<file path="src/rtl/core/assert_macros.svh">
// assertion macros shared by the rtl core
// no dependencies; clock clk and reset arst_n must be in scope where used
`ifndef ASSERT_MACROS_SVH
`define ASSERT_MACROS_SVH

// plain property, checked on every rising edge outside reset
`define FII_ASSERT(label, prop, msg) \
	label: assert property (@(posedge clk) disable iff (!arst_n) (prop)) else $error(msg);

// antecedent implies consequent in the same cycle
`define FII_ASSERT_IMPL(label, ante, cons, msg) \
	`FII_ASSERT(label, (ante) |-> (cons), msg)

`endif

</file>
<file path="src/rtl/core/fii_pkg.sv">
// package for the fresnel integral interpolator: defaults, control word type and tables
// no dependencies
package fii_pkg;

	localparam int unsigned FRACTION_BITS_DEF = 16;
	localparam int unsigned TABLE_ENTRIES_DEF = 72;
	localparam int unsigned STORED_ROWS       = 72;
	localparam int unsigned SCALE_FACTOR      = 50;
	localparam longint unsigned DEC_SCALE     = 64'd10000000000;

	localparam logic FUNC_COS = 1'b0;
	localparam logic FUNC_SIN = 1'b1;

	typedef struct packed {
		logic neg;
		logic oor;
	} fii_ctl_t;

	// entries in units of 1e-10, spacing 0.02
	localparam longint unsigned COS_ROWS [STORED_ROWS] = '{
		64'd0, 64'd200000000, 64'd400000000, 64'd600000000, 64'd799990000,
		64'd999980000, 64'd1199900000, 64'd1399900000, 64'd1599700000, 64'd1799500000,
		64'd1999200000, 64'd2198700000, 64'd2398000000, 64'd2597100000, 64'd2795800000,
		64'd2994000000, 64'd3191700000, 64'd3388800000, 64'd3585100000, 64'd3780500000,
		64'd3974800000, 64'd4167900000, 64'd4359500000, 64'd4549400000, 64'd4737500000,
		64'd4923400000, 64'd5107000000, 64'd5287800000, 64'd5465600000, 64'd5640100000,
		64'd5811000000, 64'd5977700000, 64'd6140100000, 64'd6297600000, 64'd6449900000,
		64'd6596500000, 64'd6737000000, 64'd6870900000, 64'd6997800000, 64'd7117100000,
		64'd7228400000, 64'd7331300000, 64'd7425200000, 64'd7509600000, 64'd7584100000,
		64'd7648200000, 64'd7701600000, 64'd7743700000, 64'd7774200000, 64'd7792700000,
		64'd7798900000, 64'd7792600000, 64'd7773500000, 64'd7741400000, 64'd7696300000,
		64'd7638100000, 64'd7566800000, 64'd7482500000, 64'd7385500000, 64'd7276000000,
		64'd7154400000, 64'd7021200000, 64'd6876900000, 64'd6722400000, 64'd6558300000,
		64'd6385500000, 64'd6205100000, 64'd6018200000, 64'd5826000000, 64'd5629800000,
		64'd5431000000, 64'd5231100000
	};

	localparam longint unsigned SIN_ROWS [STORED_ROWS] = '{
		64'd0, 64'd41888, 64'd335100, 64'd1131000, 64'd2680800,
		64'd5235900, 64'd9047500, 64'd14367000, 64'd21444000, 64'd30531000,
		64'd41876000, 64'd55730000, 64'd72340000, 64'd91954000, 64'd114820000,
		64'd141170000, 64'd171260000, 64'd205310000, 64'd243570000, 64'd286260000,
		64'd333590000, 64'd385800000, 64'd443080000, 64'd505640000, 64'd573660000,
		64'd647320000, 64'd726790000, 64'd812210000, 64'd903710000, 64'd1001400000,
		64'd1105400000, 64'd1215800000, 64'd1332500000, 64'd1455700000, 64'd1585400000,
		64'd1721400000, 64'd1863700000, 64'd2012200000, 64'd2166800000, 64'd2327300000,
		64'd2493400000, 64'd2664900000, 64'd2841500000, 64'd3022800000, 64'd3208400000,
		64'd3397800000, 64'd3590500000, 64'd3786000000, 64'd3983600000, 64'd4182700000,
		64'd4382600000, 64'd4582500000, 64'd4781500000, 64'd4978900000, 64'd5173700000,
		64'd5365000000, 64'd5551800000, 64'd5733100000, 64'd5908000000, 64'd6075300000,
		64'd6234000000, 64'd6383100000, 64'd6521600000, 64'd6648500000, 64'd6762700000,
		64'd6863300000, 64'd6949600000, 64'd7020500000, 64'd7075600000, 64'd7114000000,
		64'd7135300000, 64'd7139000000
	};

	// table entry in q0.fb, rounded half up; rows past the stored ones read as zero
	// only ever called with constant arguments
	function automatic longint unsigned entry_fixed(input logic func, input int unsigned idx,
			input int unsigned fb);
		longint unsigned row;
		if (idx >= STORED_ROWS) begin
			return 64'd0;
		end
		row = (func == FUNC_SIN) ? SIN_ROWS[idx] : COS_ROWS[idx];
		return ((row << fb) + DEC_SCALE / 2) / DEC_SCALE;
	endfunction

endpackage

</file>
<file path="src/rtl/core/fresnel_integral_interpolator_top.sv">
// top level of the fresnel integral interpolator: front stage, control pipeline, two lanes
// depends on fii_pkg, fii_interp and assert_macros.svh
//
// channel  direction  handshake            word
// -------  ---------  -------------------  -------------------------------------------
// in       in         start && !busy       arg (q2.fb, signed)
// out      out        done, one cycle      cos_integral, sin_integral, out_of_range
//
// one word may be taken every cycle; each result follows acceptance through four
// register stages: range split, table read, multiply, add and sign
// busy is held low: the pipeline never stalls, and the receiver cannot hold it off
// arst_n clears the valid bits only; the datapath registers carry no reset
`include "assert_macros.svh"

module fresnel_integral_interpolator_top #(
	parameter int unsigned FRACTION_BITS = fii_pkg::FRACTION_BITS_DEF,
	parameter int unsigned TABLE_ENTRIES = fii_pkg::TABLE_ENTRIES_DEF
) (
	input  logic                          clk,
	input  logic                          arst_n,
	input  logic                          start,
	output logic                          busy,
	input  logic signed [FRACTION_BITS+1:0] arg,
	output logic                          done,
	output logic signed [FRACTION_BITS:0] cos_integral,
	output logic signed [FRACTION_BITS:0] sin_integral,
	output logic                          out_of_range
);
	import fii_pkg::*;

	localparam int unsigned FB  = FRACTION_BITS;
	localparam int unsigned AW  = FB + 2;          // argument width
	localparam int unsigned PW  = AW + 6;          // magnitude times the scale factor
	localparam int unsigned XW  = PW - FB;         // full integer part of the product
	localparam int unsigned IW  = $clog2(TABLE_ENTRIES);
	localparam logic [XW-1:0] LAST_IDX = XW'(TABLE_ENTRIES - 1);

	logic            accept;
	logic [AW-1:0]   mag;
	logic [PW-1:0]   prod;
	logic [XW-1:0]   idx_full;
	fii_ctl_t        ctl;

	logic            valid_s1, valid_s2, valid_s3, valid_s4;
	logic [IW-1:0]   idx_s1;
	logic [FB-1:0]   frac_s1;
	fii_ctl_t        ctl_s1, ctl_s2, ctl_s3;
	logic            oor_s4;

	// no back-pressure anywhere in the pipe
	assign busy   = 1'b0;
	assign accept = start && !busy;

	// magnitude: the most negative word maps to 2^(fb+1), which is beyond the table
	assign mag      = arg[AW-1] ? ('0 - $unsigned(arg)) : $unsigned(arg);
	assign prod     = PW'(mag) * PW'(SCALE_FACTOR);
	assign idx_full = prod[PW-1:FB];

	// last usable index is one below the final entry, since entry i+1 is read too
	assign ctl.neg = arg[AW-1];
	assign ctl.oor = (idx_full >= LAST_IDX);

	// valid bits travel alongside the data
	always_ff @(posedge clk or negedge arst_n) begin
		if (!arst_n) begin
			valid_s1 <= 1'b0;
			valid_s2 <= 1'b0;
			valid_s3 <= 1'b0;
			valid_s4 <= 1'b0;
		end else begin
			valid_s1 <= accept;
			valid_s2 <= valid_s1;
			valid_s3 <= valid_s2;
			valid_s4 <= valid_s3;
		end
	end

	// stage 1: index, fraction and control word
	always_ff @(posedge clk) begin
		idx_s1  <= idx_full[IW-1:0];
		frac_s1 <= prod[FB-1:0];
		ctl_s1  <= ctl;
	end

	// control word delayed to meet the lanes' final stage
	always_ff @(posedge clk) begin
		ctl_s2 <= ctl_s1;
		ctl_s3 <= ctl_s2;
		oor_s4 <= ctl_s3.oor;
	end

	fii_interp #(
		.FRACTION_BITS (FRACTION_BITS),
		.TABLE_ENTRIES (TABLE_ENTRIES),
		.FUNC          (FUNC_COS)
	) u_cos (
		.clk    (clk),
		.idx    (idx_s1),
		.frac   (frac_s1),
		.ctl    (ctl_s3),
		.result (cos_integral)
	);

	fii_interp #(
		.FRACTION_BITS (FRACTION_BITS),
		.TABLE_ENTRIES (TABLE_ENTRIES),
		.FUNC          (FUNC_SIN)
	) u_sin (
		.clk    (clk),
		.idx    (idx_s1),
		.frac   (frac_s1),
		.ctl    (ctl_s3),
		.result (sin_integral)
	);

	assign done         = valid_s4;
	assign out_of_range = oor_s4;

	// every accepted word comes out as a result once it has passed the pipeline
	`FII_ASSERT(a_latency_fwd, accept |-> ##4 done, "accepted word did not produce a result")
	// and no result appears without a word behind it
	`FII_ASSERT_IMPL(a_latency_bwd, done, $past(accept, 4), "result without an accepted word")
	// out of range words give zero results
	`FII_ASSERT_IMPL(a_oor_zero, done && out_of_range,
		(cos_integral == '0) && (sin_integral == '0), "out of range result not zero")
	// odd functions: a non-negative argument never yields a negative result
	`FII_ASSERT_IMPL(a_sign, done && !$past(arg[AW-1], 4),
		!cos_integral[FB] && !sin_integral[FB], "negative result for non-negative argument")

endmodule

</file>
<file path="src/rtl/core/fii_interp.sv">
// table lookup and linear interpolation for one fresnel integral, stages 2 to 4
// depends on fii_pkg
module fii_interp #(
	parameter int unsigned FRACTION_BITS = fii_pkg::FRACTION_BITS_DEF,
	parameter int unsigned TABLE_ENTRIES = fii_pkg::TABLE_ENTRIES_DEF,
	parameter logic        FUNC          = fii_pkg::FUNC_COS
) (
	input  logic                                clk,
	input  logic [$clog2(TABLE_ENTRIES)-1:0]    idx,
	input  logic [FRACTION_BITS-1:0]            frac,
	input  fii_pkg::fii_ctl_t                   ctl,
	output logic signed [FRACTION_BITS:0]       result
);
	import fii_pkg::*;

	localparam int unsigned FB = FRACTION_BITS;
	localparam int unsigned IW = $clog2(TABLE_ENTRIES);
	localparam int unsigned AW = 2 * FB + 2;
	localparam logic [AW-1:0] HALF = AW'(1) << (FB - 1);

	logic [FB-1:0]        tab [TABLE_ENTRIES];
	logic [IW-1:0]        idx_next;
	logic [FB-1:0]        t0_s2;
	logic signed [FB:0]   diff_s2;
	logic [FB-1:0]        frac_s2;
	logic signed [AW-1:0] prod_s3;
	logic [FB-1:0]        t0_s3;
	logic [AW-1:0]        acc;
	logic [FB:0]          mag;
	logic [FB:0]          result_s4;

	// constant table, worked out at elaboration
	for (genvar k = 0; k < TABLE_ENTRIES; k++) begin : g_tab
		localparam logic [FB-1:0] ENTRY = FB'(entry_fixed(FUNC, k, FB));
		assign tab[k] = ENTRY;
	end

	assign idx_next = idx + IW'(1);

	// stage 2: both neighbouring entries
	always_ff @(posedge clk) begin
		t0_s2   <= tab[idx];
		diff_s2 <= $signed({1'b0, tab[idx_next]}) - $signed({1'b0, tab[idx]});
		frac_s2 <= frac;
	end

	// stage 3: slope times fraction
	always_ff @(posedge clk) begin
		prod_s3 <= AW'(diff_s2 * $signed({1'b0, frac_s2}));
		t0_s3   <= t0_s2;
	end

	// sum stays non-negative and below 2^(2fb)
	assign acc = AW'({t0_s3, {FB{1'b0}}}) + $unsigned(prod_s3) + HALF;
	assign mag = {1'b0, acc[2*FB-1:FB]};

	// stage 4: sign and range
	always_ff @(posedge clk) begin
		if (ctl.oor) begin
			result_s4 <= '0;
		end else if (ctl.neg) begin
			result_s4 <= '0 - mag;
		end else begin
			result_s4 <= mag;
		end
	end

	assign result = $signed(result_s4);

endmodule
</file>
<file path="config.mk">
export PLATFORM = sky130hd
export DESIGN_NAME = fresnel_integral_interpolator_top
export DESIGN_NICKNAME = d
export VERILOG_FILES = /design/src/rtl/core/fii_pkg.sv /design/src/rtl/core/fresnel_integral_interpolator_top.sv /design/src/rtl/core/fii_interp.sv
export VERILOG_INCLUDE_DIRS = /design/src /design/src/rtl/core
export SDC_FILE = /design/constraint.sdc
export NUM_CORES = 2
export LEC_CHECK = 0
export ABC_AREA = 1
export BUFFER_PORTS_ARGS = -buffer_cell sky130_fd_sc_hd__buf_2
export CAP_MARGIN = 15
export CORE_UTILIZATION = 52
export DETAILED_ROUTE_END_ITERATION = 10
export PLACE_DENSITY = 0.68
export SYNTH_ARGS = -nofsm -noshare
export SYNTH_HDL_FRONTEND = slang
export SYNTH_SLANG_ARGS = --single-unit
</file>
<file path="constraint.sdc">
create_clock -name clk -period 13.7 [get_ports clk]
set_input_delay 2.055 -clock clk [delete_from_list [all_inputs] [get_ports clk]]
set_output_delay 2.055 -clock clk [all_outputs]
set_load 0.05 [all_outputs]
</file>
# After elaboration in Yosys (flattened, before gate mapping)
# Memory sizes are Yosys's and may differ from the RTL's.
# Cells that the tools add are included.
[classes]
addsub = 10
multipliers = 3
div_mod_pow = 0
order_cmp = 3
eq_ne = 0
n_shift = 0
muxes = 11
bitwise_logic = 3
n_reduce_logical = 1
[ops]
columns = ["operator", "n"]
rows = [
  ["$mux 16", 10],
  ["$add 32x16->32 const B", 2],
  ["$add 32x32->32", 2],
  ["$mul 17x16->31", 2],
  ["$sub 1x16->17 const A", 2],
  ["$sub 16x16->17", 2],
  ["$mul 18x5->23 const B", 1],
  ["$mux 18", 1],
  ["$sub 1x18->18 const A", 1],
  ["$ge 8x8->1 const B", 2],
  ["$not 7->8", 2],
  ["$ge 8x7->1 const B", 1],
  ["$add 7x1->7 const B", 1],
  ["$reduce_or 2->1", 1],
  ["$not 1->1", 1],
]
[totals]
register_bits = 244
latch_bits = 0
mem_bits_rw = 0
rom_bits = 8192
inputBits = 21
output_inout_bits = 37
word_cells = 61
n_memories = 4
[mem_list]
columns = ["memory", "words", "word_bits", "rd", "rd_ports_with_merged_regs", "write_ports", "line_no", "text"]
rows = [
  ["(no name shown)", 128, 16, 1, 0, 0, "fii_interp.sv:42", "t0_s2 <= tab[idx];"],
  ["(no name shown)", 128, 16, 1, 0, 0, "fii_interp.sv:43", "diff_s2 <= $signed({1'b0, tab[idx_next]}) - $signed({1'b0, tab[idx]});"],
  ["(no name shown)", 128, 16, 1, 0, 0, "fii_interp.sv:43", ""],
  ["(no name shown)", 128, 16, 1, 0, 0, "fii_interp.sv:43", ""],
]

# Depth between registers and ports, before layout
[depth]
depth_word = 6
depth_mapped = 28
depth_no_buf = 26

# Hierarchy
# A second synthesis with hierarchy kept.
[unflattened]
cells_unflattened = 5324
hier_area_um2 = 38445.6
[modules_own_cells]
columns = ["module", "n_inst", "cells_each", "area_each_um2", "seq_area_each_um2"]
rows = [
  ["fii_interp (u_cos)", 1, 2483, 17747.0, 1981.9],
  ["fii_interp (u_sin)", 1, 2400, 17449.2, 1981.9],
  ["fresnel_integral_interpolator_top", 1, 441, 3249.4, 680.7],
]

# Least setup slack after synthesis
# OpenSTA, ideal clock, no wires.
[synth_path]
path_kind = "input-to-reg"
start = "in arg[4]"
end = "reg ctl_s1[0] in the netlist's numbering"
setup_time_ps = 115
arrival_time_ps = 5624
required_ps = 13585
slack_ps = 7962
path_stages = 23
n_path_buf = 0
path_cell_list = "nor2_1 > inv_1 > nor4_1 > nand3_1 > nor3_1 > nand2_1 > nand2_1 > xor2_1 > ha_1 > ha_1 > inv_1 > fa_1 > inv_1 > ha_1 > nand2_1 > nor3_1 > and2_1 > nand3_1 > nand3_1 > xor2_1 > inv_1 > a21oi_1 > nand2_1"
[synth_rtl]
columns = ["item", "line_no", "text"]
rows = [
  ["start, declared", "fresnel_integral_interpolator_top.sv:23", "input logic signed [FRACTION_BITS+1:0] arg,"],
  ["end signal, assigned", "fresnel_integral_interpolator_top.sv:82", "ctl_s1 <= ctl;"],
  ["end, declared", "fresnel_integral_interpolator_top.sv:47", "fii_ctl_t ctl_s1, ctl_s2, ctl_s3;"],
]

==> impl_metrics.json <==
{
  "outcome": "completed",
  "track_usage": 0.316,
  "clock-sinks": 214,
  "whs_ns": 0.314,
  "cp.required_ns": 14.20,
  "final_common_cell": "inv_1",
  "crit_path_start_kind": "flip-flop",
  "first_global_vias": 31000,
  "viasPerCell": 5.49,
  "drc_errors": 0,
  "fin_setup_tns_ns": 0,
  "fin_crit_sh": 0.448,
  "dieArea_mm2": 0.0684,
  "synth_simple_gate_area_frac": 0.186,
  "hpwl_mm": 82.6,
  "cts_setup_buffers": 0,
  "io_buffers": 56,
  "synth_edf_count": 0,
  "rsz0062_at_grt": "no",
  "synth.top_cell.area_share": 0.292,
  "synth_top_family_by_area": "adder cells",
  "htreeDepth": 1,
  "antennaDiodeCount": 0,
  "fmax_mhz": 163,
  "ys.warnings.count": 0,
  "utilization": 0.558,
  "clkLatencyLatePin_ns": 0.58,
  "fin_cells": 5586,
  "synth.avg_cell_area_um2": 7.39,
  "clockBufferDepth": 3,
  "die_h_um": 262,
  "cts_buffers": 27,
  "crit_arrival_ns": 6.64,
  "synth.net_count": 5588,
  "ios": 58,
  "place_congestion": 0.968,
  "end_kind": "flip-flop",
  "yosys-top-cells-area": "fa_1 29%, inv_1 12%, dfxtp_1 12%, nand2_1 11%, ha_1 11%",
  "relSlewSlack": 0.252,
  "start_util": 0.529,
  "final_nets": 5550,
  "coreArea_mm2": 0.0662,
  "ff2ff_path_depth": 21,
  "setup_viol": 0,
  "syn_inst": 4741,
  "min_path_type": "reg2reg",
  "wl_per_cell_um": 18.8,
  "synth_seq_cells": 214,
  "cts_resized": 0,
  "antenna_found_initial": 3,
  "drt_wl_total_mm": 105,
  "seq_area_frac_synth": 0.123,
  "vias": 30700,
  "crit_type": "reg2reg",
  "fin_crit_ns": 6.14,
  "grt_max_degree": 67,
  "slew_violations": 0,
  "yosys.area_share.adder": 0.405,
  "ant_nets": 0,
  "cts_tree": "yes",
  "worstPathMaxFanout": 33,
  "grt-ovfl-total": 0,
  "hold_depth": 0,
  "netlist.top_cell.by_area": "fa_1",
  "synth_top_flop_cell": "dfxtp_1",
  "die_w_um": 262,
  "syn_to_final_growth_pct": 5.47,
  "drtIter0Drc": 2757,
  "grt_pass1_wl_mm": 168,
  "row_count": 94,
  "max_cap_viol_count": 0,
  "clock-root-buffer": "clkbuf_16",
  "fin_worst_skew_ns": 0.0200,
  "mostFrequentLayoutCells": "1145 x inv_1, 1051 x nand2_1, 511 x fa_1",
  "postCtsHoldBufs": 0,
  "hold_viol_final": 0,
  "worstMarginPinSlew_ns": 1.12,
  "synth_compound_area_frac": 0.109,
  "clk_pin_slew_ns": 0.07,
  "async_reset_ff_frac": 0.0187,
  "mappedNetlistArea_mm2": 0.0350,
  "synth_mux_area_frac": 0,
  "synth.distinct_cells": 70,
  "drive_gt1_frac": 0.0400,
  "firstDrtPassIters": 7,
  "synthXorXnorAreaFrac": 0.0337,
  "placed_cells": 5538
}
## state kept, by name (all words and copies together), names as in the netlist
signal / count
valid_s3: 1
ctl_s2: 2
u_cos.t0_s2: 16
u_cos.result: 17
u_sin.t0_s2: 16
u_cos.t0_s3: 16
u_sin.diff_s2: 17
u_sin.prod_s3: 17
u_cos.diff_s2: 17
u_cos.frac_s2: 15
valid_s2: 1
frac_s1: 15
valid_s1: 1
out_of_range: 1
u_sin.t0_s3: 16
done: 1
ctl_s1: 2
u_cos.prod_s3: 17
idx_s1: 7
ctl_s3: 2
u_sin.result: 17
## through the flow
step | cell area [um2] | setup slack (ns)
6_report | 36900 | 7.56
5_1_grt | 36900 | 7.03
4_1_cts | 36900 | 7.53
3_5_place_dp | 36000 | 7.23
3_3_place_gp | 36000 | 7.37
2_1_floorplan | 35000 | 7.96
## metal layers
metal	track usage	vias up	wire, um
li1	-	14400	-
met1	0.416	14700	44200
met4	0.135	6	4790
met5	0	-	29
met2	0.507	1282	46700
met3	0.0620	282	9200
## cell families (layout without fill, tap and decap cells)
| group | count (synthesis) | count (layout) |
|---|---|---|
| flip-flops | 214 | 214 |
| other | 1 | 1 |
| AO/OA/AOI/OAI | 647 | 647 |
| XOR/XNOR | 130 | 130 |
| adder cells (fa/ha/maj) | 826 | 826 |
| buffers and inverters | 1324 | 1305 |
| AND/OR/NAND/NOR | 1599 | 1599 |
## layout make-up
cell class / instances / area, um2
Fill cell: 6415 / 29300
Multi-Input combinational cell: 3203 / 25700
Inverter: 1157 / 4350
Sequential cell: 214 / 4300
Tap cell: 864 / 1080
Clock buffer: 30 / 717
Timing Repair Buffer: 100 / 611
Clock inverter: 18 / 196
## worst max-delay path: stages (launching register included)
cell     delay (ns)
dfxtp_1        0.31
buf_4          0.42
nand2_1        0.26
fa_1           0.61
fa_1           0.66
inv_1          0.21
fa_1           0.53
inv_1          0.05
fa_1           0.53
inv_1          0.05
fa_1           0.47
inv_1          0.05
fa_1           0.51
inv_1          0.06
ha_1           0.34
inv_1          0.09
nor3_1         0.29
nand2_1        0.14
inv_1          0.07
nand3_1        0.05
o21ai_0        0.22
xor2_1         0.16
## cell usage after synthesis, types with 4 or more instances
cell,number
nor4_1,14
o31ai_1,8
a221oi_1,10
xnor2_1,52
buf_1,5
inv_1,1145
o21a_1,10
fa_1,511
o21ai_0,185
dfxtp_1,210
nand2_2,5
a21o_1,13
o21bai_1,6
ha_1,315
buf_2,27
nor2_1,277
a211oi_1,7
clkinv_1,4
nand4_1,25
nor2_2,6
o21ai_1,17
a22oi_1,5
buf_4,4
dfrtp_1,4
inv_2,6
clkbuf_1,128
nand2_1,1052
a31oi_1,35
xor2_1,74
o311ai_0,10
nor3_1,57
a21oi_1,236
a21boi_0,5
nand3b_1,12
o211ai_1,28
o221ai_1,29
o22ai_1,16
nand3_1,135
## worst paths after layout
kind | from | end | slack (ns)
min in group asynchronous | arst_n | done | 1.28
max reg2reg | u_cos.frac_s2[2] | u_sin.prod_s3[30] | 7.56
max in group asynchronous | arst_n | valid_s1 | 12.30
min | u_sin.t0_s2[4] | u_sin.t0_s3[4] | 0.31
max | u_cos.frac_s2[2] | u_sin.prod_s3[30] | 7.56
min reg2reg | u_sin.t0_s2[4] | u_sin.t0_s3[4] | 0.31
Power is not shown: default switching activity piles up to over one toggle a cycle in this logic, so the estimate is an artifact.
